## config.mk

```make
export PLATFORM = sky130hd
export DESIGN_NAME = temp_scratchpad_checker_top
export DESIGN_NICKNAME = d
export VERILOG_FILES = /design/src/tsc_pkg.sv /design/src/tsc_frame.sv /design/src/tsc_result.sv /design/src/temp_scratchpad_checker_top.sv
export SDC_FILE = /design/constraint.sdc
export NUM_CORES = 1
export LEC_CHECK = 0
export ABC_CLOCK_PERIOD_IN_PS = 2650
export BUFFER_PORTS_ARGS = -buffer_cell sky130_fd_sc_hd__buf_2
export CORE_MARGIN = 3
export CORE_UTILIZATION = 45
export DETAILED_ROUTE_END_ITERATION = 10
export PLACE_DENSITY = 0.68
export SLEW_MARGIN = 20
export SYNTH_ARGS = -nofsm -noshare
export SYNTH_HDL_FRONTEND = slang
export SYNTH_SLANG_ARGS = --single-unit
```

## constraint.sdc

```tcl
create_clock -name clk -period 2.65 [get_ports clk]
set_clock_uncertainty 0.05 [all_clocks]
set_input_delay 0.265 -clock clk [delete_from_list [all_inputs] [get_ports clk]]
set_output_delay 0.265 -clock clk [all_outputs]
set_load 0.05 [all_outputs]
```

## src/tsc_pkg.sv

```systemverilog
// shared types, constants and crc function for the scratchpad checker
package tsc_pkg;

    localparam logic [7:0]  CRC_SHIFT_CONST = 8'h8C;
    localparam logic [7:0]  RESERVED_VALUE  = 8'h10;
    localparam logic [3:0]  FRAME_LAST_IDX  = 4'd8;
    localparam logic [3:0]  TEMP_LOW_IDX    = 4'd0;
    localparam logic [3:0]  TEMP_HIGH_IDX   = 4'd1;
    localparam logic [3:0]  RESERVED_IDX    = 4'd7;
    localparam logic signed [15:0] TEMP_LOW_LIMIT  = -16'sd880;
    localparam logic signed [15:0] TEMP_HIGH_LIMIT = 16'sd2000;

    localparam logic [15:0] MASK_9BIT  = 16'hFFF8;
    localparam logic [15:0] MASK_10BIT = 16'hFFFC;
    localparam logic [15:0] MASK_11BIT = 16'hFFFE;

    localparam logic [1:0]  RESOLUTION_RESET = 2'd3;

    typedef enum logic [1:0] {
        RES_9BIT  = 2'd0,
        RES_10BIT = 2'd1,
        RES_11BIT = 2'd2,
        RES_12BIT = 2'd3
    } resolution_t;

    typedef enum logic [1:0] {
        STATUS_OK       = 2'd0,
        STATUS_CRC_ERR  = 2'd1,
        STATUS_RSVD_ERR = 2'd2,
        STATUS_RANGE    = 2'd3
    } status_t;

    typedef struct packed {
        logic        done;
        logic [7:0]  crc;
        logic [15:0] raw;
        logic        reserved_ok;
    } frame_t;

    function automatic logic [7:0] crc8_update(input logic [7:0] crc, input logic [7:0] data);
        logic [7:0] c;
        c = crc ^ data;
        for (int i = 0; i < 8; i++)
        begin
            if (c[0])
                c = (c >> 1) ^ CRC_SHIFT_CONST;
            else
                c = c >> 1;
        end
        return c;
    endfunction

endpackage

```

## src/tsc_frame.sv

```systemverilog
// frame tracker: byte count, running crc, temperature bytes and reserved check
module tsc_frame
    import tsc_pkg::*;
(
    input  logic       clk,
    input  logic       rst_n,
    input  logic       accept,
    input  logic [7:0] data_byte,
    input  logic       frame_start,
    output frame_t     frame
);

    logic [7:0] crc_reg, crc_next;
    logic [3:0] count_reg, count_next;
    logic       rsvd_reg, rsvd_next;
    logic [7:0] lo_reg;
    logic [7:0] hi_reg;
    logic [3:0] idx;
    logic [7:0] crc_base;
    logic [7:0] crc_new;
    logic       last;

    always_comb
    begin
        idx      = frame_start ? TEMP_LOW_IDX : count_reg;
        crc_base = (idx == TEMP_LOW_IDX) ? 8'd0 : crc_reg;
        crc_new  = crc8_update(crc_base, data_byte);
        last     = (idx == FRAME_LAST_IDX);

        crc_next   = crc_reg;
        count_next = count_reg;
        rsvd_next  = rsvd_reg;
        if (accept)
        begin
            if (last)
            begin
                crc_next   = 8'd0;
                count_next = 4'd0;
                rsvd_next  = 1'b0;
            end
            else
            begin
                crc_next   = crc_new;
                count_next = idx + 4'd1;
                if (idx == TEMP_LOW_IDX)
                    rsvd_next = 1'b0;
                else if (idx == RESERVED_IDX)
                    rsvd_next = (data_byte == RESERVED_VALUE);
            end
        end
    end

    always_ff @(posedge clk or negedge rst_n)
    begin
        if (!rst_n)
        begin
            crc_reg   <= 8'd0;
            count_reg <= 4'd0;
            rsvd_reg  <= 1'b0;
        end
        else
        begin
            crc_reg   <= crc_next;
            count_reg <= count_next;
            rsvd_reg  <= rsvd_next;
        end
    end

    // temperature bytes
    always_ff @(posedge clk)
    begin
        if (accept && idx == TEMP_LOW_IDX)
            lo_reg <= data_byte;
        if (accept && idx == TEMP_HIGH_IDX)
            hi_reg <= data_byte;
    end

    assign frame.done        = accept && last;
    assign frame.crc         = crc_new;
    assign frame.raw         = {hi_reg, lo_reg};
    assign frame.reserved_ok = rsvd_reg;

endmodule

```

## src/tsc_result.sv

```systemverilog
// result evaluation: resolution mask, status priority and output register
module tsc_result
    import tsc_pkg::*;
(
    input  logic        clk,
    input  logic        rst_n,
    input  frame_t      frame,
    input  resolution_t resolution,
    input  logic        out_ready,
    output logic        out_valid,
    output logic [15:0] temperature,
    output logic [1:0]  status
);

    logic        valid_reg, valid_next;
    logic [15:0] temp_reg;
    status_t     status_reg;
    logic [15:0] masked;
    logic signed [15:0] value;
    status_t     stat;
    logic [15:0] temp_out;

    always_comb
    begin
        case (resolution)
            RES_9BIT:  masked = frame.raw & MASK_9BIT;
            RES_10BIT: masked = frame.raw & MASK_10BIT;
            RES_11BIT: masked = frame.raw & MASK_11BIT;
            default:   masked = frame.raw;
        endcase
        value = $signed(masked);

        if (frame.crc != 8'd0)
            stat = STATUS_CRC_ERR;
        else if (!frame.reserved_ok)
            stat = STATUS_RSVD_ERR;
        else if (!(value > TEMP_LOW_LIMIT && value < TEMP_HIGH_LIMIT))
            stat = STATUS_RANGE;
        else
            stat = STATUS_OK;

        // no meaningful temperature on crc or reserved errors
        temp_out = (stat == STATUS_CRC_ERR || stat == STATUS_RSVD_ERR) ? 16'd0 : masked;

        if (frame.done)
            valid_next = 1'b1;
        else if (out_ready)
            valid_next = 1'b0;
        else
            valid_next = valid_reg;
    end

    always_ff @(posedge clk or negedge rst_n)
    begin
        if (!rst_n)
            valid_reg <= 1'b0;
        else
            valid_reg <= valid_next;
    end

    always_ff @(posedge clk)
    begin
        if (frame.done)
        begin
            temp_reg   <= temp_out;
            status_reg <= stat;
        end
    end

    assign out_valid   = valid_reg;
    assign temperature = temp_reg;
    assign status      = status_reg;

endmodule

```

## src/temp_scratchpad_checker_top.sv

```systemverilog
// top level of the temperature scratchpad checker
// the result of a frame is registered into the output register when byte 8 is accepted
// throughput: one byte per cycle; a request is taken whenever the output register
// is empty or being drained in the same cycle
// reset: crc, byte count, reserved check and output valid clear; resolution resets to 12 bit
module temp_scratchpad_checker_top
    import tsc_pkg::*;
(
    input  logic        clk,
    input  logic        rst_n,
    input  logic        in_valid,
    output logic        in_ready,
    input  logic [7:0]  data_byte,
    input  logic        frame_start,
    output logic        out_valid,
    input  logic        out_ready,
    output logic signed [15:0] temperature,
    output logic [1:0]  status,
    input  logic        cfg_we,
    input  logic [1:0]  cfg_wdata
);

    resolution_t resolution_reg;
    frame_t      frame;
    logic        accept;
    logic [15:0] temp_bits;

    always_ff @(posedge clk or negedge rst_n)
    begin
        if (!rst_n)
            resolution_reg <= resolution_t'(RESOLUTION_RESET);
        else if (cfg_we)
            resolution_reg <= resolution_t'(cfg_wdata);
    end

    assign in_ready = !out_valid || out_ready;
    assign accept   = in_valid && in_ready;

    tsc_frame u_frame (
        .clk         (clk),
        .rst_n       (rst_n),
        .accept      (accept),
        .data_byte   (data_byte),
        .frame_start (frame_start),
        .frame       (frame)
    );

    tsc_result u_result (
        .clk         (clk),
        .rst_n       (rst_n),
        .frame       (frame),
        .resolution  (resolution_reg),
        .out_ready   (out_ready),
        .out_valid   (out_valid),
        .temperature (temp_bits),
        .status      (status)
    );

    assign temperature = $signed(temp_bits);

endmodule

```

# Word-level counts from Yosys, hierarchy flattened
# Index checks and enable logic that the tools add are counted.
[totals]
output_inout_bits = 20
word_cells = 64
regBits = 50
[classes]
muxes = 21
eq_ne = 8
reduce_logical = 14
add_sub_neg = 1
bitwise = 9
n_lt_le_gt_ge = 2
[ops]
columns = ["op", "count"]
rows = [
  ["8-bit two-way mux", 10],
  ["2-bit inverter with 3-bit output", 8],
  ["16-bit by 11-bit greater-than comparator with 1-bit output (second input constant)", 1],
  ["16-bit by 12-bit < comparator with 1-bit output (second input constant)", 1],
  ["3-bit one-hot mux with 3 select lines", 1],
  ["8-bit by 5-bit == test with 1-bit output (second input constant)", 1],
  ["4-bit two-way mux", 2],
  ["8-bit nonzero test", 1],
  ["8-bit XOR", 1],
  ["2-bit two-way mux", 3],
  ["1-bit logical AND", 5],
  ["1-bit two-way mux", 5],
  ["4-bit by 1-bit adder with 4-bit output (second input constant)", 1],
  ["2-bit by 1-bit == test with 1-bit output (second input constant)", 2],
  ["2-bit == test (second input constant)", 2],
  ["4-bit by 1-bit == test with 1-bit output (second input constant)", 1],
  ["4-bit by 3-bit == test with 1-bit output (second input constant)", 1],
  ["4-bit == test (second input constant)", 1],
  ["4-bit logical NOT", 1],
  ["3-bit nonzero test", 1],
  ["2-bit logical NOT", 1],
  ["1-bit logical OR", 2],
  ["2-bit AND reduction", 1],
  ["2-bit nonzero test", 1],
  ["1-bit logical NOT", 1],
]

# Logic depth before layout (Yosys ltp)
[depth]
word_depth = 24
ltp_mapped = 11
ltp_nobuf = 9

# Cells and area by module
# Synthesis repeated with hierarchy kept, for this count alone.
[unflattened]
cells_unflattened = 191
area_unflattened_um2 = 2469.9
[by_module_without_submodules]
columns = ["module", "seq_area_each_um2", "instances", "area_per_inst_um2", "cells_per_inst"]
rows = [
  ["tsc_frame", 805.8, 1, 1512.7, 118],
  ["tsc_result", 565.5, 1, 869.6, 67],
  ["temp_scratchpad_checker_top", 52.6, 1, 87.6, 6],
]

# Worst setup path after synthesis
# OpenSTA, ideal clock, no wires.
[synth_path]
kind = "reg2reg"
start = "reg u_result.valid_reg, in the netlist u_result.out_valid"
end = "reg u_result.status_reg[0], in the netlist u_result.status[0] (enable)"
n_path_buf = 1
path_stages_with_launch = 5
t_arrival_ns = 2.324
path_slack_ns = -0.117
period_less_slack_ns = 2.767
path_cell_list = "dfrtp_1 > nand2b_1 > nand2_1 > clkbuf_1 > nor2_1"
[synth_rtl]
columns = ["item", "line_no", "text"]
rows = [
  ["from (decl)", "tsc_result.sv:15", "logic valid_reg, valid_next;"],
  ["from (signal assigned)", "tsc_result.sv:58", "valid_reg <= valid_next;"],
  ["to (signal assigned)", "tsc_result.sv:66", "status_reg <= stat;"],
  ["to (decl)", "tsc_result.sv:17", "status_t status_reg;"],
]

# Worst setup path in the final report
[layout_path]
start = "reg u_frame.count_reg[0]"
end = "reg u_result.temp_reg[2], in the netlist u_result.temperature[2], data pin"
[layout_via]
elab_chain_cells = 19
word_cells_on_any_way = 25
classes_between = "eq/ne (2); mux (11); bitwise (9); reduce/logical (3)"
[layout_rtl]
columns = ["item", "line_no", "text"]
rows = [
  ["from (decl)", "tsc_frame.sv:14", "logic [3:0] count_reg, count_next;"],
  ["from (signal assigned)", "tsc_frame.sv:64", "count_reg <= count_next;"],
  ["4-bit two-way mux *", "tsc_frame.sv:25", "idx = frame_start ? TEMP_LOW_IDX : count_reg;"],
  ["4-bit logical NOT *", "tsc_frame.sv:26", "crc_base = (idx == TEMP_LOW_IDX) ? 8'd0 : crc_reg;"],
  ["8-bit two-way mux *", "tsc_frame.sv:26", ""],
  ["8-bit XOR *", "tsc_pkg.sv:42", "c = crc ^ data;"],
  ["2-bit inverter with 3-bit output (no line) or 8-bit two-way mux (tied branches)", "--", ""],
  ["8-bit two-way mux *", "tsc_pkg.sv:45", "if (c[0])"],
  ["2-bit inverter with 3-bit output (no line) or 8-bit two-way mux (tied branches)", "--", ""],
  ["8-bit two-way mux * (4 in series)", "tsc_pkg.sv:45", ""],
  ["2-bit inverter with 3-bit output (no line) or 8-bit two-way mux (tied branches)", "--", ""],
  ["8-bit two-way mux * (3 in series)", "tsc_pkg.sv:45", ""],
  ["8-bit nonzero test *", "tsc_result.sv:33", "if (frame.crc != 8'd0)"],
  ["2-bit two-way mux *", "tsc_result.sv:33", ""],
  ["2-bit by 1-bit == test with 1-bit output or 2-bit == test (tied branches)", "tsc_result.sv:43", "temp_out = (stat == STATUS_CRC_ERR || stat == STATUS_RSVD_ERR) ? 16'd0 : masked;"],
  ["1-bit logical OR *", "tsc_result.sv:43", ""],
  ["to (signal assigned)", "tsc_result.sv:65", "temp_reg <= temp_out;"],
  ["to (decl)", "tsc_result.sv:16", "logic [15:0] temp_reg;"],
]
# Every way passes the cells marked *; elsewhere a longest branch is shown, timed or not.
# A chain may end at the register's enable or synchronous reset.

==> flow_summary.toml <==
[synth]
avgSynthCellArea_um2 = 12.7
synth_top_area_share_pct = 40.6
synth_cells = 199
netlist.top_cell.by_area = "edfxtp_1"
syn_nets = 218
ys_warn_count = 0
synth-edff-count = 34
synth_area_leaders = "edfxtp_1 (41%), dfrtp_1 (14%), xnor2_1 (4.5%)"
synth_cell_type_count = 50
syn-cell-area_um2 = 2520
synth-main-ff-cell = "edfxtp_1"
ys_ff_latch = 50
yosysSeqAreaShare_pct = 56.6
ys_async_sr_fraction_pct = 32.0

[cells_and_area]
layout.nets = 269
area_delta_synth_final_pct = 23.2
final_cell_mix = "buf_2 (35), edfxtp_1 (34), nand2_1 (16), and3_1 (15), dfrtp_1 (14)"
fin_cells = 321
diodes = 0
layout_commonest_cell = "buf_2"
post-route-util_pct = 58.9
drive_above_1_share_pct = 35.5
largest_reg_flops = 16

[die]
die_area_um2 = 6530
row_count = 26
die_y_um = 80.8
core_area_um2 = 5270
ioPinCount = 36
fp.dieW_um = 80.8
initial_core_util_pct = 47.8

[clock_network]
clk_pin_slew_ns = 0.09
insertion_delay_ns = 0.30
cts_max_path_buffers = 2
htreeDepth = 2
root_buffer = "clkbuf_8"
cts_buffers = 5
cts_num_sinks = 50
cts_tree = "built"

[critical_path]
critPathKind = "reg -> reg"
required_ns = 2.77
worstPathMaxFanout = 5
reg2reg_from = "u_frame.count_reg[0]"
cp-start-kind = "flip-flop"
end_kind = "flip-flop"
regToRegEndpoint = "u_result.temperature[2]"
rrSetupSlack_ns = -0.03
worstPathArrival_ns = 2.80
r2r_cells = 11

[routing]
drtIter0Drc = 99
first_pass_iters = 4
post_drt_via_cell_ratio = 5.19
ant_nets = 0
finalWirelength_mm = 4.78
vias = 1665
post_drt_wl_per_cell_um = 14.9
drc = 0

[placed_design]
dpl.hpwl_mm = 3.28
portBuffers = 35
place_ws_ns = -0.00474
placed_cells = 307
routabilityCongestion = 0.819

[worst_hold_path]
hold_path.class = "in -> reg"
min-delay-start = "in_valid"
worst_hold_path.endpoint = "u_result.out_valid"
holdPathStages = 3

[power]
clockPowerShare_pct = 22.5
p_comb_share_pct = 34.6
pwr_density_cell_nw_per_um2 = 763
p_total_w = 0.00237
ir_worst_vdd_mv = 0.427
swShare_pct = 32.1
intPower_w = 0.00161
seqPwrFrac_pct = 42.8
p_switching_w = 0.000759
p_leak_nw = 1.17

[global_routing]
grt_overflow = 0
grt_max_degree = 19
antenna_found_initial = 0
grt_usage_pct = 15.2
grt_pass1_wl_mm = 7.56
grt_pass1_vias = 1536

[timing]
slew_viol_final = 0
tightest_slew_ns = 0.551
setup_viol = 11
fin_crit_sh_pct = 101
finalHoldViolations = 0
finalSetupTns_ns = -0.140
fmaxAchievable_mhz = 373
timing.final.ws_setup_ns = -0.0281
post-route-min-period_ns = 2.68
grt_setup_unrepaired = "yes"
max-slew-margin-rel_pct = 63.2

[status]
outcome = "finished with violations"
violations = "negative setup slack"

[flow_run]
maxCapViolCount = 0
[metrics by stage]
stage | cell area, um2 | hold slack, ns
final | 3100 | 0.132
after floorplan | 2530 | -0.0806
after global placement | 2830 | 0.156
after CTS | 2960 | 0.126
after global routing | 3100 | 0.132
after detailed placement | 2830 | 0.159
[cells in the mapped netlist, types with 3 or more instances]
library cell,n
clkbuf_1,3
a21boi_0,4
nand4_1,4
xnor2_1,13
a21oi_1,3
xor2_1,3
inv_1,4
nand2_1,16
edfxtp_1,34
and3_1,16
nor2_1,7
o21ai_0,13
dfrtp_1,14
nor3_1,6
o21ai_1,5
ha_1,3
[repair_timing]
| action | CTS | global route |
|---|---|---|
| pin swaps | 1 | 11 |
| hold endpoints to repair | 14 | 0 |
| hold buffers | 1 | 0 |
| resized for setup | 1 | 21 |
| buffers inserted | 0 | 3 |
| cloned | 0 | 2 |
| endpoints found under the setup margin | 4 | 21 |
[critical path, stage by stage (launching register included)]
cell       delay, ns
dfrtp_1         0.38
nor2b_4         0.17
inv_2           0.05
ha_4            0.17
a21bo_4         0.22
or3_4           0.39
a211oi_4        0.30
o211ai_2        0.13
a211oi_4        0.25
buf_6           0.15
clkbuf_16       0.13
o2111a_1        0.16
[per-layer routing]
layer | routed length (um) | GRT usage (%)
met1 | 2140 | 20.6
met2 | 2390 | 25.2
met3 | 227 | 2.99
met4 | 25 | 4.05
met5 | 0 | 0
[cell families after synthesis]
kind of cell	count (synthesis)	synth area share, %
buffers and inverters	10	2.14
AOI/OAI and AO/OA	48	14.2
and+or+nand+nor	66	15.2
adders and majority gates	3	1.49
DFF	50	56.6
muxes	2	0.895
xor gates and xnor gates	20	9.54
[power by group through the flow]
stage          Clock, W  Sequential, W  Combinational, W
5_1_grt        0.000575        0.00103          0.000893
3_3_place_gp          0        0.00102          0.000735
2_1_floorplan         0        0.00102          0.000580
3_5_place_dp          0        0.00103          0.000740
4_1_cts        0.000540        0.00101          0.000753
6_report       0.000533        0.00101          0.000819
[how the worst max path moves through the flow]
stage | startpoint | endpoint | slack, ns | cells past startpoint
6_report | u_frame.count_reg[0] | u_result.temperature[2] | -0.03 | 11
5_1_grt | u_frame.count_reg[0] | u_result.temperature[0] | -0.12 | 11
4_1_cts | u_frame.count_reg[0] | u_result.status[0] | 0.02 | 10
3_5_place_dp | frame_start | u_result.status[0] | -0.005 | 10
3_3_place_gp | frame_start | u_result.status[0] | 0.04 | 10
2_1_floorplan | frame_start | u_result.status[0] | 0.02 | 11
[cell type report]
type | instances | area (um2)
Fill cell | 451 | 2170
Clock inverter | 2 | 37.5
Multi-Input combinational cell | 139 | 1140
Timing Repair Buffer | 50 | 328
Clock buffer | 6 | 72.6
Inverter | 4 | 15.0
Tap cell | 70 | 87.6
Sequential cell | 50 | 1420
(Power assumes the default switching activity.)
